[config.mk]
export PLATFORM = sky130hd
export DESIGN_NAME = at_response_payload_demux
export DESIGN_NICKNAME = d
export VERILOG_FILES = /design/src/rtl/arpd_pkg.sv /design/src/rtl/arpd_engine.sv /design/src/rtl/at_response_payload_demux.sv
export SDC_FILE = /design/constraint.sdc
export NUM_CORES = 1
export LEC_CHECK = 0
export BUFFER_PORTS_ARGS = -buffer_cell sky130_fd_sc_hd__buf_2
export CORE_ASPECT_RATIO = 0.75
export CORE_MARGIN = 2
export CORE_UTILIZATION = 45
export CTS_BUF_LIST = sky130_fd_sc_hd__clkbuf_4 sky130_fd_sc_hd__clkbuf_8
export DETAILED_ROUTE_END_ITERATION = 8
export PLACE_DENSITY_LB_ADDON = 0.08
export SKIP_CTS_REPAIR_TIMING = 1
export SYNTH_ARGS = -nofsm -noshare
export SYNTH_HDL_FRONTEND = slang
export SYNTH_HIERARCHICAL = 1
export SYNTH_SLANG_ARGS = --single-unit
[constraint.sdc]
create_clock -name i_clk -period 6.2 [get_ports i_clk]
set_input_delay 0.31 -clock i_clk [delete_from_list [all_inputs] [get_ports i_clk]]
set_output_delay 0.31 -clock i_clk [all_outputs]
set_load 0.03 [all_outputs]
[src/rtl/arpd_pkg.sv]
`timescale 1ns / 1ps
// ---------------------------------------------------------------------------
// arpd_pkg
// shared types and constants of the response and payload demultiplexer
// ---------------------------------------------------------------------------
package arpd_pkg;

    localparam int KEY_W      = 64;
    localparam int KEY_LEN_W  = 4;
    localparam int LEN_MAX_W  = 20;
    localparam int ACCUM_W    = 24;
    localparam int SEEN_W     = 21;
    localparam int OVF_W      = 32;
    localparam int DEST_W     = 2;
    localparam int CFG_IDX_W  = 2;

    localparam logic [7:0] FRAME_SEP  = 8'h3A;
    localparam logic [7:0] DIGIT_ZERO = 8'h30;
    localparam logic [7:0] DIGIT_NINE = 8'h39;

    localparam logic [CFG_IDX_W-1:0] REG_KEY_BYTES = 2'd0;
    localparam logic [CFG_IDX_W-1:0] REG_KEY_LEN   = 2'd1;
    localparam logic [CFG_IDX_W-1:0] REG_LEN_MAX   = 2'd2;

    localparam logic [DEST_W-1:0] DEST_NONE    = 2'd0;
    localparam logic [DEST_W-1:0] DEST_RESP    = 2'd1;
    localparam logic [DEST_W-1:0] DEST_PAYLOAD = 2'd2;

    typedef enum logic [1:0] {
        MODE_RESP = 2'd0,
        MODE_LEN  = 2'd1,
        MODE_DATA = 2'd2
    } t_mode;

    typedef struct packed {
        logic [7:0] rx_byte;
        logic       resp_full;
        logic       payload_full;
    } t_item;

    typedef struct packed {
        logic [7:0][7:0]       key_bytes;
        logic [KEY_LEN_W-1:0]  key_length;
        logic [LEN_MAX_W-1:0]  len_max;
    } t_cfg;

    typedef struct packed {
        logic [DEST_W-1:0] dest;
        logic [7:0]        out_byte;
        logic              dropped;
        logic              done;
        logic              ferr;
        logic [OVF_W-1:0]  overflow;
    } t_result;

endpackage

[src/rtl/arpd_engine.sv]
`timescale 1ns / 1ps
// ---------------------------------------------------------------------------
// arpd_engine
// key matcher, length parser and payload counter for one byte per cycle while i_fire is high
// ---------------------------------------------------------------------------
module arpd_engine #(
    parameter int KEY_MAX      = 8,
    parameter int LEN_BUF_SIZE = 8
) (
    input  logic              i_clk,
    input  logic              i_rst_n,
    input  logic              i_fire,
    input  arpd_pkg::t_item   i_item,
    input  arpd_pkg::t_cfg    i_cfg,
    output arpd_pkg::t_result o_result
);

    localparam int KIW = $clog2(KEY_MAX + 1);
    localparam int DCW = (LEN_BUF_SIZE > 2) ? $clog2(LEN_BUF_SIZE) : 1;
    localparam logic [DCW-1:0] DIGIT_LIMIT = DCW'(LEN_BUF_SIZE - 1);

    arpd_pkg::t_mode                  r_mode, n_mode;
    logic [KIW-1:0]                   r_key_index, n_key_index;
    logic [DCW-1:0]                   r_digit_count, n_digit_count;
    logic [arpd_pkg::ACCUM_W-1:0]     r_length_accum, n_length_accum;
    logic                             r_digits_ended, n_digits_ended;
    logic [arpd_pkg::SEEN_W-1:0]      r_payload_seen, n_payload_seen;
    logic [arpd_pkg::OVF_W-1:0]       r_overflow, n_overflow;

    logic [KIW-1:0]                   w_klen;
    logic [KIW-1:0]                   w_kidx;
    logic [KIW-1:0]                   w_kidx_next;
    logic [3:0]                       w_kidx_x;
    logic [7:0]                       w_key_char;
    logic                             w_is_digit;
    logic [arpd_pkg::SEEN_W-1:0]      w_seen_inc;

    // effective key length, clamped into 1..KEY_MAX
    always_comb begin
        if (i_cfg.key_length == '0) begin
            w_klen = KIW'(1);
        end else if (i_cfg.key_length > arpd_pkg::KEY_LEN_W'(KEY_MAX)) begin
            w_klen = KIW'(KEY_MAX);
        end else begin
            w_klen = i_cfg.key_length[KIW-1:0];
        end
    end

    assign w_kidx      = (r_key_index >= w_klen) ? '0 : r_key_index;
    assign w_kidx_x    = 4'(w_kidx);
    assign w_key_char  = i_cfg.key_bytes[w_kidx_x[2:0]];
    assign w_kidx_next = (w_key_char == i_item.rx_byte) ? w_kidx + KIW'(1) : '0;
    assign w_is_digit  = (i_item.rx_byte >= arpd_pkg::DIGIT_ZERO) &&
                         (i_item.rx_byte <= arpd_pkg::DIGIT_NINE);
    assign w_seen_inc  = (r_payload_seen != '1) ? r_payload_seen + 1'b1 : r_payload_seen;

    always_comb begin
        n_mode         = r_mode;
        n_key_index    = r_key_index;
        n_digit_count  = r_digit_count;
        n_length_accum = r_length_accum;
        n_digits_ended = r_digits_ended;
        n_payload_seen = r_payload_seen;
        n_overflow     = r_overflow;
        o_result       = '0;

        case (r_mode)
            arpd_pkg::MODE_LEN: begin
                if (i_item.rx_byte == arpd_pkg::FRAME_SEP) begin
                    if (r_length_accum > arpd_pkg::ACCUM_W'(i_cfg.len_max)) begin
                        o_result.ferr = 1'b1;
                        n_key_index   = '0;
                        n_mode        = arpd_pkg::MODE_RESP;
                    end else begin
                        n_payload_seen = '0;
                        n_mode         = arpd_pkg::MODE_DATA;
                    end
                end else if (r_digit_count >= DIGIT_LIMIT) begin
                    o_result.ferr = 1'b1;
                    n_key_index   = '0;
                    n_mode        = arpd_pkg::MODE_RESP;
                end else begin
                    if (!r_digits_ended && w_is_digit) begin
                        // times ten as two shifts, truncated to the accumulator
                        n_length_accum = (r_length_accum << 3) + (r_length_accum << 1)
                                       + arpd_pkg::ACCUM_W'(i_item.rx_byte
                                                             - arpd_pkg::DIGIT_ZERO);
                    end else begin
                        n_digits_ended = 1'b1;
                    end
                    n_digit_count = r_digit_count + 1'b1;
                end
            end
            arpd_pkg::MODE_DATA: begin
                n_payload_seen = w_seen_inc;
                if (arpd_pkg::ACCUM_W'(w_seen_inc) >= r_length_accum) begin
                    o_result.done = 1'b1;
                    n_key_index   = '0;
                    n_mode        = arpd_pkg::MODE_RESP;
                end
                if (i_item.payload_full) begin
                    n_overflow       = r_overflow + 1'b1;
                    o_result.dropped = 1'b1;
                end else begin
                    o_result.dest     = arpd_pkg::DEST_PAYLOAD;
                    o_result.out_byte = i_item.rx_byte;
                end
            end
            default: begin
                n_key_index = w_kidx_next;
                if (w_kidx_next == w_klen) begin
                    n_length_accum = '0;
                    n_digit_count  = '0;
                    n_digits_ended = 1'b0;
                    n_mode         = arpd_pkg::MODE_LEN;
                end else if (i_item.resp_full) begin
                    n_overflow       = r_overflow + 1'b1;
                    o_result.dropped = 1'b1;
                end else begin
                    o_result.dest     = arpd_pkg::DEST_RESP;
                    o_result.out_byte = i_item.rx_byte;
                end
            end
        endcase

        o_result.overflow = n_overflow;
    end

    always_ff @(posedge i_clk) begin
        if (!i_rst_n) begin
            r_mode         <= arpd_pkg::MODE_RESP;
            r_key_index    <= '0;
            r_digit_count  <= '0;
            r_length_accum <= '0;
            r_digits_ended <= 1'b0;
            r_payload_seen <= '0;
            r_overflow     <= '0;
        end else if (i_fire) begin
            r_mode         <= n_mode;
            r_key_index    <= n_key_index;
            r_digit_count  <= n_digit_count;
            r_length_accum <= n_length_accum;
            r_digits_ended <= n_digits_ended;
            r_payload_seen <= n_payload_seen;
            r_overflow     <= n_overflow;
        end
    end

    a_ovf_step: assert property (@(posedge i_clk) disable iff (!i_rst_n)
        i_fire |=> r_overflow == $past(r_overflow) + arpd_pkg::OVF_W'($past(o_result.dropped)))
        else $error("overflow count out of step with drops");

    a_done_resp: assert property (@(posedge i_clk) disable iff (!i_rst_n)
        i_fire && o_result.done |=> r_mode == arpd_pkg::MODE_RESP && r_key_index == '0)
        else $error("frame end did not return to response mode");

endmodule

[src/rtl/at_response_payload_demux.sv]
`timescale 1ns / 1ps
// ---------------------------------------------------------------------------
// at_response_payload_demux
// splits a received modem byte stream into response bytes and framed payload
// ---------------------------------------------------------------------------
//  channel   dir  handshake                      contents
//  s_axis    in   s_axis_tvalid / s_axis_tready  received byte and buffer-full flags
//  m_axis    out  m_axis_tvalid / m_axis_tready  routed byte, destination, status
//  cfg       in   i_cfg_we (no wait)             key, key length, payload length max
//
//  one byte per cycle while m_axis_tready is high; a request passes through the
//  input register and then leaves from the result register
//  the mode, key index and length state advance when a request moves from the
//  input register into the result register, so each byte sees the last one
//  synchronous active-low reset clears all control and presets the three registers
//  a stalled output holds both stages; the input side keeps taking requests
//  while either stage has room
// ---------------------------------------------------------------------------
module at_response_payload_demux #(
    parameter int KEY_MAX      = 8,
    parameter int LEN_BUF_SIZE = 8
) (
    input  logic        i_clk,
    input  logic        i_rst_n,

    // register write port
    input  logic                               i_cfg_we,
    input  logic [arpd_pkg::CFG_IDX_W-1:0]     i_cfg_index,
    input  logic [arpd_pkg::KEY_W-1:0]         i_cfg_data,

    // received bytes
    input  logic        s_axis_tvalid,
    output logic        s_axis_tready,
    input  logic [15:0] s_axis_tdata,  // rx_byte[7:0], resp_full, payload_full, zero pad

    // routed bytes
    output logic        m_axis_tvalid,
    input  logic        m_axis_tready,
    output logic [47:0] m_axis_tdata,  // out_byte[7:0], dropped_full, frame_error,
                                       // overflow_total[31:0], zero pad
    output logic [1:0]  m_axis_tuser,  // dest
    output logic        m_axis_tlast   // payload_done
);

    // configuration registers
    arpd_pkg::t_cfg    r_cfg;

    // input stage
    logic              r_in_valid;
    arpd_pkg::t_item   r_in;

    // result stage
    logic              r_out_valid;
    arpd_pkg::t_result r_out;

    arpd_pkg::t_result w_result;
    logic              w_out_free;
    logic              w_advance;
    logic              w_accept;

    assign w_out_free    = !r_out_valid || m_axis_tready;
    assign w_advance     = r_in_valid && w_out_free;
    assign s_axis_tready = !r_in_valid || w_advance;
    assign w_accept      = s_axis_tvalid && s_axis_tready;

    // register writes, indexes past the list are ignored
    always_ff @(posedge i_clk) begin
        if (!i_rst_n) begin
            r_cfg.key_bytes  <= '0;
            r_cfg.key_length <= arpd_pkg::KEY_LEN_W'(1);
            r_cfg.len_max    <= arpd_pkg::LEN_MAX_W'(2048);
        end else if (i_cfg_we) begin
            case (i_cfg_index)
                arpd_pkg::REG_KEY_BYTES: r_cfg.key_bytes  <= i_cfg_data;
                arpd_pkg::REG_KEY_LEN:   r_cfg.key_length <= i_cfg_data[arpd_pkg::KEY_LEN_W-1:0];
                arpd_pkg::REG_LEN_MAX:   r_cfg.len_max    <= i_cfg_data[arpd_pkg::LEN_MAX_W-1:0];
                default: ;
            endcase
        end
    end

    // input register, refills in the same cycle that it drains
    always_ff @(posedge i_clk) begin
        if (!i_rst_n) begin
            r_in_valid <= 1'b0;
        end else if (s_axis_tready) begin
            r_in_valid <= s_axis_tvalid;
        end
    end

    always_ff @(posedge i_clk) begin
        if (w_accept) begin
            r_in.rx_byte      <= s_axis_tdata[7:0];
            r_in.resp_full    <= s_axis_tdata[8];
            r_in.payload_full <= s_axis_tdata[9];
        end
    end

    // per-byte decision and the state it carries
    arpd_engine #(
        .KEY_MAX      (KEY_MAX),
        .LEN_BUF_SIZE (LEN_BUF_SIZE)
    ) u_engine (
        .i_clk    (i_clk),
        .i_rst_n  (i_rst_n),
        .i_fire   (w_advance),
        .i_item   (r_in),
        .i_cfg    (r_cfg),
        .o_result (w_result)
    );

    // result register
    always_ff @(posedge i_clk) begin
        if (!i_rst_n) begin
            r_out_valid <= 1'b0;
        end else if (w_out_free) begin
            r_out_valid <= r_in_valid;
        end
    end

    always_ff @(posedge i_clk) begin
        if (w_advance) begin
            r_out <= w_result;
        end
    end

    assign m_axis_tvalid = r_out_valid;
    assign m_axis_tuser  = r_out.dest;
    assign m_axis_tlast  = r_out.done;
    assign m_axis_tdata  = {6'b0, r_out.overflow, r_out.ferr, r_out.dropped, r_out.out_byte};

    a_no_overrun: assert property (@(posedge i_clk) disable iff (!i_rst_n)
        r_in_valid && r_out_valid && !m_axis_tready |-> !s_axis_tready)
        else $error("input taken while both stages are stalled");

    a_drop_no_dest: assert property (@(posedge i_clk) disable iff (!i_rst_n)
        r_out_valid && r_out.dropped |-> r_out.dest == arpd_pkg::DEST_NONE)
        else $error("dropped byte still routed");

    a_ferr_no_dest: assert property (@(posedge i_clk) disable iff (!i_rst_n)
        r_out_valid && r_out.ferr |-> r_out.dest == arpd_pkg::DEST_NONE && !r_out.done)
        else $error("frame error on a routed byte");

endmodule
==> flow_summary.toml <==
[detailed_routing]
detail_route.wl_per_cell_um = 18.14
dr_total_vias = 12940
detail_route.first_pass.iterations = 7
drc_errors = 0
routed_wirelength_mm = 41.67
detailedRoute.firstIterationViolations = 904
route.antenna.remaining_nets = 0
routed_via_density = 5.631

[grt]
antenna_found_initial = 0
overall_global_routing_usage_pct = 23.77
maximum_number_of_pins_on_one_net_before_global_route_repair = 99
number_of_global_route_vias_before_repair = 12070
grt_overflow = 0
global_route_wire_length_before_repair_mm = 66.12

[pwr]
irDropWorstVdd_mv = 0.1429
power-per-cell-area_mw_per_mm2 = 206.9
p_leak_nw = 6.630
overall_power_of_the_completed_layout_mw = 3.483

[floorplanning]
placementRows = 57
chipHeight_um = 161.5
initial_core_util_pct = 45.86
floorplan.core_area_sq_mm = 0.03245
design.die.area_sq_mm = 0.03456
die-width_um = 214.0
io_pins = 140

[sta]
finalMaxSlewViolations = 0
slew_headroom_pct = 22.51
tightest_slew_ns = 1.157
fmax_ghz = 0.1836
timing.hold.ws_ns = 0.002134
timing_hold_violations_final = 0
clock_skew_ns = 0.04347
setup_total_negative_slack_ns = 0
final-setup-viol-count = 0
layout_worst_path_cycle_share_pct = 87.85
post-route-min-period_ns = 5.447
grt_setup_unrepaired = "false"

[outcome]
status = "finished clean"

[critical_path]
rr_startpoint = "r_cfg[21]"
reg2regPathDepth = 16
regToRegEndpoint = "u_engine/r_length_accum[23]"
worst_setup_path_class = "reg -> reg"
setup.worst_path.end_class = "register"
worst_setup_path_start_kind = "register"
register_to_register_setup_slack_ns = 0.75
crit_fanout = 14
critPathArrivalTime_ns = 5.93
critPathRequiredTime_ns = 6.69

[place]
gp_congestion = 0.8766
detailedPlacementHpwl_mm = 29.63
port-buffer-count = 127

[yosys]
synth-seq-area-share_pct = 34.91
synth_edf_count = 55
synth_seq_cells = 232
netlist_instances = 1706
post_synth.cell_area_avg_sq_um = 8.724
syn_area_sq_mm = 0.01488
yosysWarningCount = 6
ys.flop_type = "dfxtp_1"
synthDistinctLibCells = 91
synthArstFlopShare_pct = 0

[layout]
fin_nets = 2009
antenna_cells_inserted = 0
sequential_cell_area_sq_mm = 0.005195
layout-area-overhead-vs-synth_pct = 13.11
post_route_cells_drive_above_1_share_pct = 14.45
multiInputGateArea_sq_mm = 0.008730
layout_commonest_cell = "nand2_1"
layout_common_cells = "290 x nand2_1, 177 x dfxtp_1, 126 x buf_2, 112 x a21oi_1, 111 x mux2i_1"
fill_cells = 3092

[min_path]
min_path_type = "in -> reg"
hold_end = "r_cfg[53]"
hold_path_startpoint = "i_cfg_data[29]"
hold_path_depth = 3

[cts]
cts_root_buffer = "clkbuf_8"
numCtsBuffers = 41
clk_transition_reported_paths_ns = 0.06
cts_tree = "done"
insertion_delay_ns = 0.59
clkSinkCount = 232
clock_tree.htree_level_count = 2
ctsLongestPathBuffers = 3

[job]
maxCapViolCount = 0
## how the worst max path moves through the flow
stage / startpoint / end / slack (ns) / cells past startpoint
6_report: r_cfg[21] / u_engine/r_length_accum[23] / 0.75 / 16
4_1_cts: r_cfg[21] / u_engine/r_length_accum[23] / 0.85 / 16
2_1_floorplan: r_in[6] / u_engine/r_length_accum[23] / 1.19 / 16
5_1_grt: r_cfg[21] / u_engine/r_length_accum[19] / 0.41 / 18
3_3_place_gp: r_cfg[21] / u_engine/r_length_accum[21] / 0.93 / 16
3_5_place_dp: r_cfg[21] / u_engine/r_length_accum[23] / 0.83 / 16
## cell families (layout without fill, tap and decap cells)
kind of cell / count (synthesis) / in the layout / share of synthesized area, %
AOI/OAI and AO/OA: 418 / 418 / 19.50
xor gates and xnor gates: 52 / 52 / 3.060
adders and majority gates: 97 / 97 / 9.214
buffers and inverters: 208 / 352 / 6.726
DFF: 232 / 232 / 34.91
muxes: 123 / 123 / 8.903
other: 1 / 6 / 0.02520
and+or+nand+nor: 575 / 575 / 17.66
## per-layer routing
layer / global-route usage, % / up-vias / part of all wire, %
met1: 35.45 / 6158 / 50
met4: 5.817 / 0 / 1.8
li1: - / 6359 / -
met2: 35.39 / 353 / 42
met5: 0 / - / 0
met3: 4.237 / 65 / 6.4
## through the flow
step                instances  setup slack [ns]  utilization (%)  area [sq um]
floorplan                1711             1.187                -         14900
global placement         2187            0.9268            48.17         15630
CTS                      2260            0.8478            50.74         16460
finish                   2297            0.7535            51.88         16830
global route             2297            0.4124            51.88         16830
detailed placement       2187            0.8282            48.17         15630
## registers in the layout, indices dropped and copies added, names as in the netlist
signal and cells:
u_engine/r_key_index 4, u_engine/r_payload_seen 21, r_in_valid 1, u_engine/r_digit_count 3, u_engine/r_length_accum 24, r_cfg 88
m_axis_tdata 42, m_axis_tvalid 1, u_engine/r_digits_ended 1, u_engine/r_mode 2, r_in 10, u_engine/r_overflow 32
m_axis_tuser 2, m_axis_tlast 1
## power breakdown
part | leakage (nW) | total [mW] | switching [mW] | internal [mW]
Sequential | 1.94 | 1.62 | 0.0308 | 1.59
Combinational | 4.24 | 0.380 | 0.244 | 0.136
Clock | 0.453 | 1.48 | 0.659 | 0.822
## layout make-up
type / instances / share of cell area [%]
multi-input combinational: 1271 / 51.85
sequential: 232 / 30.86
timing repair buffer: 186 / 6.971
clock buffer: 64 / 4.526
tap: 442 / 3.285
inverter: 93 / 2.074
clock inverter: 9 / 0.4311
## synthesized netlist by cell type (13+ instances only)
library cell	n	area [sq um]
nand3_1	58	290.3
mux2i_1	111	1111
ha_1	76	950.9
nor2b_1	21	131.4
xnor2_1	43	376.6
nand2_1	290	1089
dfxtp_1	177	3543
o21a_1	18	135.1
a21o_1	23	172.7
nor2_1	80	300.3
or3_1	15	93.84
nor3_1	21	105.1
nand4_1	22	137.6
buf_2	20	100.1
a21oi_1	112	560.5
inv_1	92	345.3
a22o_1	15	131.4
a221oi_1	13	113.9
fa_1	21	420.4
and3_1	15	93.84
edfxtp_1	55	1652
a31oi_1	31	193.9
o21ai_0	71	355.3
clkbuf_1	65	244.0
## worst max-delay path, cell delays in order, from the launching register on
cell,delay [ns]
dfxtp_1,0.41
nor2_1,0.05
o21ai_0,0.49
inv_1,0.13
ha_1,0.29
nand2b_1,0.17
a311oi_2,0.51
o21ai_2,0.32
or3_1,0.42
a22oi_1,0.20
mux2i_1,0.13
a211o_1,0.33
o211ai_2,0.31
and2_1,0.48
nor2_4,0.11
a311oi_4,0.76
a22o_1,0.26
Power figures use the tool's default switching activity.
